**src/rtl/pts_pkg.sv**
```systemverilog
// Shared types and constants for the prime test / prime sum block.
// Beat payloads plus the command and status bundles between controller
// and datapath. No dependencies.
package pts_pkg;

   // Fixed field widths of the channel payloads
   localparam int N_W       = 32;
   localparam int SUM_OUT_W = 63;

   // Operation codes
   localparam logic OP_TEST = 1'b0;
   localparam logic OP_SUM  = 1'b1;

   typedef struct packed {
      logic                  op;
      logic signed [N_W-1:0] n;
   } req_type;

   typedef struct packed {
      logic                 is_prime;
      logic [SUM_OUT_W-1:0] prime_sum;
   } rsp_type;

   // Controller -> datapath
   typedef struct packed {
      logic capture;    // latch request beat and set up the candidate range
      logic mark_prime; // current candidate has no divisor
      logic mark_comp;  // current candidate has a divisor
      logic start_div;  // start remainder of candidate by trial divisor
      logic step_div;   // advance trial divisor and its square
      logic step_cand;  // advance to next candidate, reset trial divisor
      logic finish;     // load the result register
   } cmd_type;

   // Datapath -> controller
   typedef struct packed {
      logic empty;      // candidate range is empty
      logic sq_gt;      // divisor squared exceeds candidate
      logic last;       // candidate is the last in range
      logic div_done;   // remainder ready
      logic div_zero;   // remainder is zero
      logic out_free;   // result register can take a new beat
   } sts_type;

endpackage

```
**src/rtl/pts_rem.sv**
```systemverilog
// Iterative restoring remainder unit: one dividend bit per cycle.
// Produces only the zero test of the remainder. Depends on nothing.
module pts_rem #(
   parameter int W = 31
) (
   input  logic         clock,
   input  logic         reset,
   input  logic         start,
   input  logic [W-1:0] dividend,
   input  logic [W-1:0] divisor,
   output logic         done,
   output logic         zero
);

   localparam int CW = $clog2(W + 1);

   logic          busy_ff, busy_in;
   logic          done_ff, done_in;
   logic [CW-1:0] cnt_ff, cnt_in;
   logic [W-1:0]  quo_ff, quo_in;
   logic [W-1:0]  rem_ff, rem_in;
   logic [W:0]    trial;
   logic [W-1:0]  diff;

   // One restoring step: shift in next dividend bit, subtract if it fits
   always_comb begin
      trial   = {rem_ff, quo_ff[W-1]};
      // when the divisor fits, the true difference is below the divisor
      diff    = trial[W-1:0] - divisor;
      busy_in = busy_ff;
      done_in = 1'b0;
      cnt_in  = cnt_ff;
      quo_in  = quo_ff;
      rem_in  = rem_ff;
      if (start) begin
         busy_in = 1'b1;
         cnt_in  = CW'(W);
         quo_in  = dividend;
         rem_in  = '0;
      end else if (busy_ff) begin
         quo_in = {quo_ff[W-2:0], 1'b0};
         rem_in = (trial >= {1'b0, divisor}) ? diff : trial[W-1:0];
         cnt_in = cnt_ff - CW'(1);
         if (cnt_ff == CW'(1)) begin
            busy_in = 1'b0;
            done_in = 1'b1;
         end
      end
   end

   always_ff @(posedge clock) begin
      if (reset) begin
         busy_ff <= 1'b0;
         done_ff <= 1'b0;
         cnt_ff  <= '0;
      end else begin
         busy_ff <= busy_in;
         done_ff <= done_in;
         cnt_ff  <= cnt_in;
      end
      quo_ff <= quo_in;
      rem_ff <= rem_in;
   end

   assign done = done_ff;
   assign zero = (rem_ff == '0);

endmodule

```
**src/rtl/pts_dpath.sv**
```systemverilog
// Datapath: candidate, trial divisor and square, running sum, result register.
// Uses pts_pkg types and the pts_rem remainder unit.
module pts_dpath #(
   parameter int N_BITS = 32
) (
   input  logic             clock,
   input  logic             reset,
   input  pts_pkg::req_type req_data,
   input  pts_pkg::cmd_type cmd,
   output pts_pkg::sts_type sts,
   output logic             rsp_valid,
   input  logic             rsp_stall,
   output pts_pkg::rsp_type rsp_data
);

   localparam int UW    = N_BITS - 1;
   localparam int SUM_W = 2 * UW;
   localparam int PAD_W = pts_pkg::SUM_OUT_W - SUM_W;

   localparam logic signed [N_BITS-1:0] ONE = N_BITS'(1);
   localparam logic signed [N_BITS-1:0] TWO = N_BITS'(2);

   logic               op_ff;
   logic               empty_ff;
   logic [UW-1:0]      cand_ff;
   logic [UW-1:0]      limit_ff;
   logic [UW-1:0]      d_ff;
   logic [N_BITS-1:0]  sq_ff;
   logic [SUM_W-1:0]   sum_ff;
   logic               flag_ff;
   logic               rsp_valid_ff;
   pts_pkg::rsp_type   rsp_ff;

   logic signed [N_BITS-1:0] n_v;
   logic [UW-1:0]            n_m1;
   logic                     div_done;
   logic                     div_zero;

   assign n_v  = req_data.n[N_BITS-1:0];
   assign n_m1 = UW'(n_v - ONE);

   pts_rem #(.W(UW)) u_rem (
      .clock    (clock),
      .reset    (reset),
      .start    (cmd.start_div),
      .dividend (cand_ff),
      .divisor  (d_ff),
      .done     (div_done),
      .zero     (div_zero)
   );

   // Working registers
   always_ff @(posedge clock) begin
      if (cmd.capture) begin
         op_ff   <= req_data.op;
         sum_ff  <= '0;
         flag_ff <= 1'b0;
         d_ff    <= UW'(2);
         sq_ff   <= N_BITS'(4);
         if (req_data.op == pts_pkg::OP_SUM) begin
            // sum mode: candidates 2 .. n-1
            empty_ff <= (n_v <= TWO);
            cand_ff  <= UW'(2);
            limit_ff <= n_m1;
         end else begin
            // test mode: the single candidate n
            empty_ff <= (n_v <= ONE);
            cand_ff  <= n_v[UW-1:0];
            limit_ff <= n_v[UW-1:0];
         end
      end else begin
         if (cmd.mark_prime) begin
            flag_ff <= 1'b1;
            if (op_ff == pts_pkg::OP_SUM) begin
               sum_ff <= sum_ff + SUM_W'(cand_ff);
            end
         end
         if (cmd.mark_comp) begin
            flag_ff <= 1'b0;
         end
         // (d+1)^2 = d^2 + 2d + 1
         if (cmd.step_div) begin
            d_ff  <= d_ff + UW'(1);
            sq_ff <= sq_ff + {d_ff, 1'b1};
         end
         if (cmd.step_cand) begin
            cand_ff <= cand_ff + UW'(1);
            d_ff    <= UW'(2);
            sq_ff   <= N_BITS'(4);
         end
      end
   end

   // Result register
   always_ff @(posedge clock) begin
      if (reset) begin
         rsp_valid_ff <= 1'b0;
      end else if (cmd.finish) begin
         rsp_valid_ff <= 1'b1;
      end else if (!rsp_stall) begin
         rsp_valid_ff <= 1'b0;
      end
      if (cmd.finish) begin
         rsp_ff.is_prime  <= flag_ff & (op_ff == pts_pkg::OP_TEST);
         rsp_ff.prime_sum <= {{PAD_W{1'b0}}, sum_ff};
      end
   end

   assign sts.empty    = empty_ff;
   assign sts.sq_gt    = (sq_ff > {1'b0, cand_ff});
   assign sts.last     = (cand_ff == limit_ff);
   assign sts.div_done = div_done;
   assign sts.div_zero = div_zero;
   assign sts.out_free = !rsp_valid_ff || !rsp_stall;

   assign rsp_valid = rsp_valid_ff;
   assign rsp_data  = rsp_ff;

endmodule

```
**src/rtl/pts_ctrl.sv**
```systemverilog
// Controller: sequences candidates and trial divisors for one request beat.
// Uses pts_pkg command and status bundles.
module pts_ctrl (
   input  logic             clock,
   input  logic             reset,
   input  logic             req_valid,
   output logic             req_stall,
   input  pts_pkg::sts_type sts,
   output pts_pkg::cmd_type cmd
);

   typedef enum logic [2:0] {
      ST_IDLE,
      ST_START,
      ST_CHECK,
      ST_DIV,
      ST_NEXT,
      ST_FIN
   } state_type;

   state_type state_ff, state_in;

   // Next state and commands
   always_comb begin
      state_in = state_ff;
      cmd      = '0;
      unique case (state_ff)
         ST_IDLE: begin
            if (req_valid) begin
               cmd.capture = 1'b1;
               state_in    = ST_START;
            end
         end
         ST_START: begin
            state_in = sts.empty ? ST_FIN : ST_CHECK;
         end
         ST_CHECK: begin
            if (sts.sq_gt) begin
               cmd.mark_prime = 1'b1;
               state_in       = ST_NEXT;
            end else begin
               cmd.start_div = 1'b1;
               state_in      = ST_DIV;
            end
         end
         ST_DIV: begin
            if (sts.div_done) begin
               if (sts.div_zero) begin
                  cmd.mark_comp = 1'b1;
                  state_in      = ST_NEXT;
               end else begin
                  cmd.step_div = 1'b1;
                  state_in     = ST_CHECK;
               end
            end
         end
         ST_NEXT: begin
            if (sts.last) begin
               state_in = ST_FIN;
            end else begin
               cmd.step_cand = 1'b1;
               state_in      = ST_CHECK;
            end
         end
         ST_FIN: begin
            if (sts.out_free) begin
               cmd.finish = 1'b1;
               state_in   = ST_IDLE;
            end
         end
         default: begin
            state_in = ST_IDLE;
         end
      endcase
   end

   always_ff @(posedge clock) begin
      if (reset) begin
         state_ff <= ST_IDLE;
      end else begin
         state_ff <= state_in;
      end
   end

   assign req_stall = (state_ff != ST_IDLE);

endmodule

```
**src/rtl/prime_test_and_prime_sum.sv**
```systemverilog
// Prime test and prime sum by trial division.
// Channels: req (op, signed n) in, rsp (is_prime, prime_sum) out, both
// valid/stall; a beat moves when valid is high and stall is low.
// op 0 tests n for primality; op 1 sums all primes below n. Only the low
// N_BITS bits of n are used, bit N_BITS-1 being the sign.
// One request beat gives exactly one response beat. Requests are worked
// one at a time: req_stall is high from the accept until the result is
// loaded into the response register.
// Each trial division is started, stepped through the N_BITS-1 dividend
// bits by the bit-serial remainder unit, and its result is then read. A
// prime test of n needs up to floor(sqrt(n))-1 such divisions. A prime
// sum runs the same test on every candidate from 2 to n-1, so its run
// time is the sum of those test times.
// A response held by rsp_stall stays in the output register; the next
// request is still accepted and worked, and its result waits until the
// register frees. Reset (synchronous) returns to idle with no beat pending.
// Depends on pts_pkg, pts_ctrl, pts_dpath, pts_rem.
module prime_test_and_prime_sum #(
   parameter int N_BITS = 32
) (
   input  logic             clock,
   input  logic             reset,
   input  logic             req_valid,
   output logic             req_stall,
   input  pts_pkg::req_type req_data,
   output logic             rsp_valid,
   input  logic             rsp_stall,
   output pts_pkg::rsp_type rsp_data
);

   pts_pkg::cmd_type cmd;
   pts_pkg::sts_type sts;

   pts_ctrl u_ctrl (
      .clock     (clock),
      .reset     (reset),
      .req_valid (req_valid),
      .req_stall (req_stall),
      .sts       (sts),
      .cmd       (cmd)
   );

   pts_dpath #(.N_BITS(N_BITS)) u_dpath (
      .clock     (clock),
      .reset     (reset),
      .req_data  (req_data),
      .cmd       (cmd),
      .sts       (sts),
      .rsp_valid (rsp_valid),
      .rsp_stall (rsp_stall),
      .rsp_data  (rsp_data)
   );

endmodule
```
**config.mk**
```make
export PLATFORM = sky130hd
export DESIGN_NAME = prime_test_and_prime_sum
export DESIGN_NICKNAME = d
export VERILOG_FILES = /design/src/rtl/pts_pkg.sv /design/src/rtl/pts_rem.sv /design/src/rtl/pts_dpath.sv /design/src/rtl/pts_ctrl.sv /design/src/rtl/prime_test_and_prime_sum.sv
export SDC_FILE = /design/constraint.sdc
export NUM_CORES = 1
export LEC_CHECK = 0
export BUFFER_PORTS_ARGS = -buffer_cell sky130_fd_sc_hd__buf_4
export CAP_MARGIN = 20
export CELL_PAD_IN_SITES_DETAIL_PLACEMENT = 1
export CELL_PAD_IN_SITES_GLOBAL_PLACEMENT = 1
export CORE_MARGIN = 3
export CORE_UTILIZATION = 30
export CTS_CLUSTER_DIAMETER = 200
export CTS_CLUSTER_SIZE = 28
export DETAILED_ROUTE_END_ITERATION = 6
export GPL_ROUTABILITY_DRIVEN = 0
export PLACE_DENSITY_LB_ADDON = 0.1
export SYNTH_ARGS = -nofsm -noshare
export SYNTH_HDL_FRONTEND = slang
export SYNTH_SLANG_ARGS = --single-unit
```
**constraint.sdc**
```tcl
create_clock -name clock -period 4.7 [get_ports clock]
set_input_delay 0.705 -clock clock [delete_from_list [all_inputs] [get_ports clock]]
set_output_delay 0.705 -clock clock [all_outputs]
set_load 0.02 [all_outputs]
```
==> metrics.md, run 1 <==
| Metric | Value |
|---|---|
| Data arrival time of the critical path | 4.73 ns |
| Initial antenna violation count | 0 |
| Largest net degree at the start of global routing | 84 |
| Drt drc | 0 |
| RSZ-0062 raised after global routing | no |
| CTS Root Buffer Type | clkbuf_16 |
| Clock slew at reported path FFs | 0.13 ns |
| Finished Core Util | 33.96% |
| Critical path fanouts, max | 19 |
| Netlist cell types | 85 |
| Synth Area in Adders | 8.743% |
| Die X | 260.5 µm |
| ANT nets after route | 0 |
| Largest family of logic cells by synthesized area | simple AND/OR/NAND/NOR gates |
| Mapped Area | 19,430 µm² |
| Fin crit share | 90.75% |
| Met3 WL | 1107 µm |
| Metal-1 WL | 27,750 µm |
| Mean Syn Cell Area | 9.116 µm² |
| Primary FF master, synth | dfxtp_1 |
| HPWL after detailed placement | 45,500 µm |
| Outcome | complete, no violations |
| Layout overhead on the synthesized area | 11.03% |
| Worst r2r src | u_dpath.cand_ff[1] |
| FF+latch count, synth | 326 |
| Worst hold start | reset |
| Top cell type's share of synthesized area | 24.41% |
| Hold path depth | 2 |
| CTS tree | done |
| CP max stage cell | or4b_2 |
| Clk_skew | 0.02399 ns |
| Max Slew Vio Count | 0 |
| Slew headroom | 31.58% |
| Minimum clock period | 4.265 ns |
| Port bufs | 101 |
| Area contributors post-synth | edfxtp_1 24%, dfxtp_1 17%, ha_1 8.4% |
| Drt wl/cell | 19.23 µm |
| TritonCTS Buffers | 15 |
| CTS resizes | 0 |
| PD cells | 461.5 nW/µm² |
| Synth warn | 0 |
| Cell Rows | 92 |
| Overflow after GRT | 0 |
| Final Non-Filler Cells | 3,045 |
| Hold buffers post-CTS | 0 |
| Cell count after placement | 3,020 |
| Fmax | 234.5 MHz |
| Max VDD drop | 0.3301 mV |
| Synth Area in Compound Gates | 17.81% |
| Worst Reg-to-Reg Cells | 11 |
| XOR/XNOR Fraction of Synth Area | 8.472% |
| Top routing layer used | met4 |
| Worst Setup Start Kind | flip-flop |
| Core area | 63,540 µm² |
| Worst R2R Setup Slack | 0.43 ns |
| Routed met2 length | 28,760 µm |
| Via density | 5.147 |
| Routed WL | 58,560 µm |
| Leakage | 8.157 nW |
| I/O pin total | 103 |
| Fin nets | 2,362 |
| Endpoints failing setup | 0 |
| Post-Synth Simple-Gate Area | 18.48% |
| Cells after synthesis | 2,132 |
| Mapped Nets | 2,303 |
| Clk sink count | 326 |
| Most frequent CP cell | a211oi_1 |
| Post-synth EDFFs | 158 |
| Routed via count | 15,670 |
| CTS max path bufs | 3 |
| Final hold vios | 0 |
| FF-to-FF End | u_dpath.sum_ff[54] |
| Hold Path Class | in2reg |
| Post-Route Setup TNS | 0 ns |
| Height of the die | 260.5 µm |
| 1st-iter DRT viols | 666 |
| Endpoint required time on the critical path | 5.17 ns |
| Max stage delay on crit path | 0.72 ns |
| Crit path cell chain | inv_1, fa_1, and2b_1, o21a_1, o21ai_2, a211oi_1, o211ai_1, a211oi_1, o211ai_2, or4b_2, nand2_1 |
| H-tree levels | 1 |
| Kind of critical path | reg2reg |
| Initial DRT Pass Iterations | 5 |
| Least-Margin Pin Slew | 1.018 ns |
| Worst skew pair latency | 0.53 ns |
| Hold endpoint | u_dpath.u_rem.busy_ff |
| Crit. End Element | flip-flop |
| Die ar. | 67,870 µm² |
| Ys async rst share | 0% |
| Post-CTS setup buffers | 0 |
| Portion of netlist area occupied by mux cells | 1.140% |
| Sequential share of the synthesized area | 41.72% |
| Max_cap viols | 0 |
| Share of cells above drive strength 1 | 8.186% |
| Via count of the first global-routing pass | 16,080 |
| Fillers | 7,427 |
| First-pass GRT wire length | 92,810 µm |
| ANT cells | 0 |
| Yosys top cell by area | edfxtp_1 |
| Total GRT Usage | 17.06% |
| Starting density of the core | 30.59% |
[power breakdown]
| part | switching (W) | internal [W] |
|---|---|---|
| registers | 0.000530 | 0.00360 |
| clock network | 0.000966 | 0.000618 |
| logic | 0.00268 | 0.00157 |
| total | 0.00417 | 0.00578 |
[synth_stat cells, drive strengths merged (17+ instances only)]
cell    instances
a211oi         29
a21o           48
a21oi         139
a31oi          26
and2           17
and3           25
buf            18
clkbuf         63
dfxtp         168
edfxtp        158
ha            131
inv           100
mux2i          21
nand2         225
nand3          75
nand4          35
nor2          168
nor2b          17
nor3           55
nor4           25
o211ai         17
o21a           20
o21ai         152
o21bai         17
or3            26
xnor2         119
xor2           69
[per-layer routing]
layer / global-route usage, % / vias up
li1: - / 7846
met1: 22.49 / 7672
met2: 30.80 / 116
met3: 1.232 / 39
met4: 3.143 / 0
met5: 0 / -
[cells in the final DEF (no fill, tap or decap), types with 10 or more instances in the layout]
master,Yosys,routed
clkbuf_16,0,15
a211oi_1,28,28
xor2_1,69,69
and3_1,25,25
or4_1,13,13
and2_1,17,17
a31oi_1,26,26
edfxtp_1,158,158
nand4_1,35,35
nand2_1,225,223
nor2_1,168,167
o211ai_1,15,15
xnor2_1,119,119
nor2b_1,17,17
inv_1,100,100
o2111ai_1,10,10
dfxtp_1,168,167
a21oi_1,139,138
mux2i_1,21,21
nor3_1,55,55
nand3_1,74,74
a311oi_1,11,11
or3_1,26,26
nor4_1,23,23
nand2b_1,12,12
o21a_1,20,20
buf_4,2,120
o31ai_1,12,12
ha_1,131,131
or2_2,11,11
a21o_1,48,48
o21ai_0,150,150
o21bai_1,17,17
[worst max-delay path, delay by kind of cell (launching register included)]
kind	cells	cell delay, ns
AO/OA/AOI/OAI	6	2.12
adder cells (fa/ha/maj)	1	0.43
buffers and inverters	1	0.17
flip-flops	1	0.46
AND/OR/NAND/NOR	3	1.03
[state kept, by name, summed over array words and instances, names as in the netlist]
| name | count |
|---|---|
| u_dpath.d_ff | 31 |
| u_dpath.limit_ff | 31 |
| u_dpath.rsp_data | 63 |
| u_ctrl.state_ff | 3 |
| u_dpath.u_rem.done | 1 |
| u_dpath.sum_ff | 62 |
| u_dpath.rsp_valid | 1 |
| u_dpath.op_ff | 1 |
| u_dpath.flag_ff | 1 |
| u_dpath.sq_ff | 32 |
| u_dpath.cand_ff | 31 |
| u_dpath.u_rem.cnt_ff | 5 |
| u_dpath.u_rem.rem_ff | 31 |
| u_dpath.u_rem.quo_ff | 31 |
| u_dpath.empty_ff | 1 |
| u_dpath.u_rem.busy_ff | 1 |
[logic make-up (layout without fill, tap and decap cells)]
group | after synthesis | count (layout)
mux | 22 | 22
other cells | 1 | 1
fa+ha+maj | 134 | 134
compound gates | 542 | 542
simple gates | 737 | 737
xor+xnor | 188 | 188
buf+inv | 182 | 249
flops | 326 | 326
[area by class of cell]
| class | instances | area (µm²) | share of cell area, % |
|---|---|---|---|
| clock buffers | 24 | 409.1 | 1.896 |
| flip-flops and latches | 326 | 8109 | 37.58 |
| well taps | 846 | 1059 | 4.906 |
| multi-input cells | 1624 | 10650 | 49.34 |
| inverters | 101 | 381.6 | 1.769 |
| repair buffers | 123 | 960.9 | 4.453 |
| clock inverters | 1 | 11.26 | 0.05219 |
[how the worst max path moves through the flow]
| stage | cells past startpoint | start | slack, ns | endpoint |
|---|---|---|---|---|
| finish | 11 | u_dpath.cand_ff[1] | 0.43 | u_dpath.sum_ff[54] |
| global placement | 12 | u_dpath.sum_ff[0] | 0.45 | u_dpath.sum_ff[54] |
| detailed placement | 11 | u_dpath.cand_ff[1] | 0.37 | u_dpath.sum_ff[54] |
| CTS | 11 | u_dpath.cand_ff[1] | 0.31 | u_dpath.sum_ff[54] |
| global route | 11 | u_dpath.cand_ff[1] | 0.07 | u_dpath.sum_ff[56] |
| floorplan | 1 | rsp_stall | 0.41 | u_dpath.rsp_data[0] |
[through the flow]
step	power [W]	area, µm²	hold WS [ns]	worst slack [ns]
after global routing	0.01080	21580	0.3949	0.06801
after detailed placement	0.008496	21160	0.4597	0.3747
after CTS	0.01014	21580	0.3792	0.3138
after global placement	0.008402	21160	0.4496	0.4476
final	0.009959	21580	0.4065	0.4348
after floorplan	0.007089	19430	0.4172	0.4072
No activity file was read; power rests on OpenSTA's default activity.
==> run 2: changes to the inputs <==
==> constraint.sdc (replaced) <==
create_clock -name clock -period 4.7 [get_ports clock]
set_input_delay 0.94 -clock clock [delete_from_list [all_inputs] [get_ports clock]]
set_output_delay 0.94 -clock clock [all_outputs]
set_load 0.02 [all_outputs]
==> metrics.md, run 2 (synthesis gave the netlist of run 1 again) <==
| Metric | Value |
|---|---|
| Outcome | complete, no violations |
| PD cells | 460.9 nW/µm² |
| CTS max path bufs | 3 |
| P_sw | 0.004166 W |
| Max VDD drop | 0.2569 mV |
| Core area | 63,540 µm² |
| Max FFs per register | 63 |
| CTS resizes | 0 |
| Hold buffers post-CTS | 0 |
| Max_cap viols | 0 |
| Max Slew Vio Count | 0 |
| Fmax | 232.2 MHz |
| Initial antenna violation count | 0 |
| Clk pwr share | 16.1% |
| CTS Root Buffer Type | clkbuf_16 |
| Via density | 5.209 |
| Drt drc | 0 |
| Kind of critical path | reg2reg |
| Internal Power | 0.005791 W |
| Fin crit share | 91.62% |
| Starting density of the core | 30.59% |
| Hold Path Class | reg2reg |
| CP top delay family | compound AO/OA/AOI/OAI gates |
| H-tree levels | 1 |
| Max stage delay on crit path | 0.72 ns |
| Worst skew pair latency | 0.54 ns |
| Die ar. | 67,870 µm² |
| Minimum clock period | 4.306 ns |
| Layout overhead on the synthesized area | 11.16% |
| CP Buf/Inv Count | 1 |
| Logic pwr share | 42.6% |
| Switching part of the total | 41.84% |
| Endpoint required time on the critical path | 5.17 ns |
| Cell Rows | 92 |
| Clk sink count | 326 |
| Crit path cell chain | inv_1, fa_1, and2b_1, o21a_1, o21ai_2, a211oi_1, o211ai_1, a211oi_1, o211ai_2, or4b_2, nand2_1 |
| Met3 WL | 1188 µm |
| Fillers | 7,338 |
| Post-Route Setup TNS | 0 ns |
| Finished Core Util | 34.00% |
| Top routing layer used | met4 |
| Die X | 260.5 µm |
| Data arrival time of the critical path | 4.78 ns |
| Routed WL | 58,900 µm |
| Initial DRT Pass Iterations | 6 |
| Largest net degree at the start of global routing | 69 |
| I/O pin total | 103 |
| Flop pwr share | 41.3% |
| Post-CTS setup buffers | 0 |
| RSZ-0062 raised after global routing | no |
| Port bufs | 101 |
| HPWL after detailed placement | 45,580 µm |
| Most frequent CP cell | a211oi_1 |
| Commonest non-fill, non-tap cells in the layout | 223 x nand2_1, 167 x nor2_1, 167 x dfxtp_1 |
| Drt wl/cell | 19.31 µm |
| Least-Margin Pin Slew | 1.079 ns |
| Slew headroom | 27.44% |
| Crit. End Element | flip-flop |
| Leakage | 8.174 nW |
| CTS tree | done |
| Worst Setup Start Kind | flip-flop |
| Total GRT Usage | 17.21% |
| Clock slew at reported path FFs | 0.12 ns |
| Routed met2 length | 28,660 µm |
| CP max stage cell | or4b_2 |
| ANT cells | 0 |
| Via count of the first global-routing pass | 16,210 |
| Metal-1 WL | 27,690 µm |
| Routed via count | 15,890 |
| Share of cells above drive strength 1 | 8.394% |
| Overflow after GRT | 0 |
| Endpoints failing setup | 0 |
| TritonCTS Buffers | 15 |
| Worst R2R Setup Slack | 0.39 ns |
| Fin nets | 2,367 |
| 1st-iter DRT viols | 675 |
| Height of the die | 260.5 µm |
| Most common cell after layout, fill and taps aside | nand2_1 |
| First-pass GRT wire length | 93,560 µm |
| Final hold vios | 0 |
| ANT nets after route | 0 |
| Clk_skew | 0.03065 ns |
| Critical path fanouts, max | 19 |
run 2: cell count changes in the layout (fill, tap and decap cells not counted), sizes merged:
cell | previous run | this run
buf | 123 | 128
run 2: metal layers:
metal | vias up | global-route usage [%]
li1 | 7871 | -
met1 | 7829 | 22.64
met2 | 142 | 30.56
met3 | 44 | 1.320
met4 | 0 | 4.212
met5 | - | 0
run 2: worst paths after layout:
check	from	endpoint	cells after the start
worst min-delay path	u_dpath.sum_ff[61]	u_dpath.rsp_data[61]	0
worst min register to register	u_dpath.sum_ff[61]	u_dpath.rsp_data[61]	0
worst max-delay path	u_dpath.cand_ff[1]	u_dpath.sum_ff[54]	11
worst max register to register	u_dpath.cand_ff[1]	u_dpath.sum_ff[54]	11
run 2: layout make-up:
class | count | area, µm² | share of cell area, %
well taps | 846 | 1059 | 4.900
inverters | 101 | 381.6 | 1.766
repair buffers | 128 | 985.9 | 4.564
flip-flops and latches | 326 | 8109 | 37.54
clock inverters | 1 | 11.26 | 0.05213
multi-input cells | 1624 | 10650 | 49.29
clock buffers | 24 | 409.1 | 1.894
run 2: power by group through the flow:
stage	Sequential (W)	Combinational, W	Clock [W]
after CTS	0.00412	0.00431	0.00170
after detailed placement	0.00418	0.00429	0
after floorplan	0.00399	0.00310	0
final	0.00411	0.00425	0.00160
after global routing	0.00420	0.00481	0.00176
after global placement	0.00416	0.00425	0
run 2: per-stage QoR:
step	cell area, µm²	std cells	setup slack (ns)	hold WS [ns]	total power, W
floorplan	19430	2132	0.1722	0.4172	0.007089
global placement	21180	3025	0.4705	0.4519	0.008414
detailed placement	21180	3025	0.4190	0.4591	0.008478
CTS	21600	3050	0.3101	0.4864	0.01014
global route	21600	3050	0.04046	0.5019	0.01077
finish	21600	3050	0.3939	0.4808	0.009957
==> run 3: changes to the inputs <==
--- a/config.mk
+++ b/config.mk
@@ -11,6 +11,7 @@
 export CELL_PAD_IN_SITES_GLOBAL_PLACEMENT = 1
 export CORE_MARGIN = 3
 export CORE_UTILIZATION = 30
+export CTS_BUF_LIST = sky130_fd_sc_hd__clkbuf_2 sky130_fd_sc_hd__clkbuf_4 sky130_fd_sc_hd__clkbuf_8
 export CTS_CLUSTER_DIAMETER = 200
 export CTS_CLUSTER_SIZE = 28
 export DETAILED_ROUTE_END_ITERATION = 6
@@ -19,3 +20,4 @@
 export SYNTH_ARGS = -nofsm -noshare
 export SYNTH_HDL_FRONTEND = slang
 export SYNTH_SLANG_ARGS = --single-unit
+export TNS_END_PERCENT = 5
==> constraint.sdc (replaced) <==
create_clock -name clock -period 4.7 [get_ports clock]
set_input_delay 0.47 -clock clock [delete_from_list [all_inputs] [get_ports clock]]
set_output_delay 0.47 -clock clock [all_outputs]
set_load 0.02 [all_outputs]
==> metrics.md, run 3 (synthesis gave the netlist of run 1 again) <==
| Metric | Value |
|---|---|
| Final Cell Area | 21,460 µm² |
| Minimum clock period | 4.193 ns |
| Share of cells above drive strength 1 | 8.723% |
| Cell Rows | 92 |
| TritonCTS Buffers | 15 |
| Die X | 260.5 µm |
| H-tree levels | 1 |
| I/O pin total | 103 |
| Dpl cell area | 21,170 µm² |
| 1st-iter DRT viols | 659 |
| Initial antenna violation count | 0 |
| Starting density of the core | 30.59% |
| Hold buffers post-CTS | 0 |
| RSZ-0062 raised after global routing | no |
| Max_cap viols | 0 |
| Die ar. | 67,870 µm² |
| Drt drc | 0 |
| CP Buf/Inv Count | 1 |
| FF-to-FF End | u_dpath.sum_ff[54] |
| Height of the die | 260.5 µm |
| Core area | 63,540 µm² |
| Via density | 5.193 |
| Port bufs | 101 |
| Fin nets | 2,364 |
| Post-Route Setup TNS | 0 ns |
| Final hold vios | 0 |
| Fillers | 7,446 |
| Max Slew Vio Count | 0 |
| Clk sink count | 326 |
| ANT nets after route | 0 |
| Overflow after GRT | 0 |
| Fmax | 238.5 MHz |
| Routed via count | 15,820 |
| PD cells | 451.3 nW/µm² |
| Area of the multi-input gates | 10,650 µm² |
| Clk_skew | 0.03106 ns |
| Worst Reg-to-Reg Cells | 11 |
| CTS Root Buffer Type | clkbuf_8 |
| Most common cell after layout, fill and taps aside | nand2_1 |
| Layout overhead on the synthesized area | 10.44% |
| CTS max path bufs | 3 |
| Initial DRT Pass Iterations | 5 |
| Max VDD drop | 0.3060 mV |
| Worst hold start | req_data[32] |
| Slew headroom | 33.37% |
| Register area | 8109 µm² |
| Total GRT Usage | 17.14% |
| Worst skew pair latency | 0.60 ns |
| Clock slew at reported path FFs | 0.19 ns |
| Worst R2R Setup Slack | 0.51 ns |
| ANT cells | 0 |
| Worst Setup SP | u_dpath.cand_ff[1] |
| Max FFs per register | 63 |
| Worst r2r src | u_dpath.cand_ff[1] |
| Worst Setup Start Kind | flip-flop |
| Largest net degree at the start of global routing | 94 |
| Fin crit share | 89.21% |
| Kind of critical path | reg2reg |
| Outcome | complete, no violations |
| Critical path fanouts, max | 19 |
| Max stage delay on crit path | 0.71 ns |
| Commonest non-fill, non-tap cells in the layout | 223 x nand2_1, 167 x nor2_1, 167 x dfxtp_1 |
| CP max stage cell | or4b_2 |
| Drt wl/cell | 19.23 µm |
| First-pass GRT wire length | 93,300 µm |
| Hold Path Class | in2reg |
| Crit. End Element | flip-flop |
| Leakage | 8.122 nW |
| HPWL after detailed placement | 45,330 µm |
| CP top delay family | compound AO/OA/AOI/OAI gates |
| Crit path cell chain | inv_1, fa_1, and2b_1, o21a_1, o21ai_2, a211oi_1, o211ai_1, a211oi_2, o211ai_2, or4b_2, nand2_1 |
| Routed WL | 58,600 µm |
| Hold path depth | 1 |
| Post-CTS setup buffers | 0 |
| Via count of the first global-routing pass | 16,140 |
| Endpoints failing setup | 0 |
| CTS tree | done |
| Data arrival time of the critical path | 4.73 ns |
| Endpoint required time on the critical path | 5.24 ns |
| Hold endpoint | u_dpath.op_ff |
| Least-Margin Pin Slew | 0.9913 ns |
-- run 3: cell count changes in the layout (fill, tap and decap cells not counted) --
cell	previous run	this run
a211oi_2	0	1
buf_4	126	122
a211oi_1	28	27
clkbuf_8	0	15
clkbuf_4	0	9
clkbuf_16	15	0
clkbuf_1	9	0
buf_12	2	3
-- run 3: per-layer routing --
metal	part of all wire [%]	routed length (µm)	global-route usage, %
met5	0	0	0
met4	2.7	1597	4.723
met3	1.9	1134	1.281
met2	48	28220	30.11
met1	47	27650	22.64
-- run 3: worst max path at each step --
stage,to,cells past startpoint
global placement,u_dpath.sum_ff[54],11
detailed placement,u_dpath.sum_ff[54],11
floorplan,u_dpath.rsp_data[0],3
finish,u_dpath.sum_ff[54],11
global route,u_dpath.sum_ff[56],11
CTS,u_dpath.sum_ff[54],11
-- run 3: cell type report --
| type | instances | area share, % |
|---|---|---|
| Clock buffer | 24 | 1.277 |
| Clock inverter | 1 | 0.05247 |
| Inverter | 101 | 1.778 |
| Multi-Input combinational cell | 1624 | 49.63 |
| Sequential cell | 326 | 37.78 |
| Tap cell | 846 | 4.932 |
| Timing Repair Buffer | 125 | 4.547 |
-- run 3: power breakdown --
group / total, W / switching [W] / internal [W]
sequential: 0.00411 / 0.000512 / 0.00360
combinational: 0.00426 / 0.00269 / 0.00157
clock: 0.00131 / 0.000933 / 0.000382
-- run 3: repair_timing --
action	4_1_cts	5_1_grt
setup endpoints to repair	0	2
gates resized for setup	0	1
endpoints found under the hold margin	0	0
-- run 3: through the flow --
step | hold slack [ns] | util, % | power, W | cells | setup WS [ns]
2_1_floorplan | 0.4172 | - | 0.007089 | 2132 | 0.4872
3_3_place_gp | 0.4515 | 33.32 | 0.008404 | 3022 | 0.4250
3_5_place_dp | 0.4608 | 33.32 | 0.008492 | 3022 | 0.3436
4_1_cts | 0.04142 | 33.77 | 0.009854 | 3047 | 0.2592
5_1_grt | 0.06561 | 33.78 | 0.01053 | 3047 | 0.2535
6_report | 0.1096 | 33.78 | 0.009687 | 3047 | 0.5072
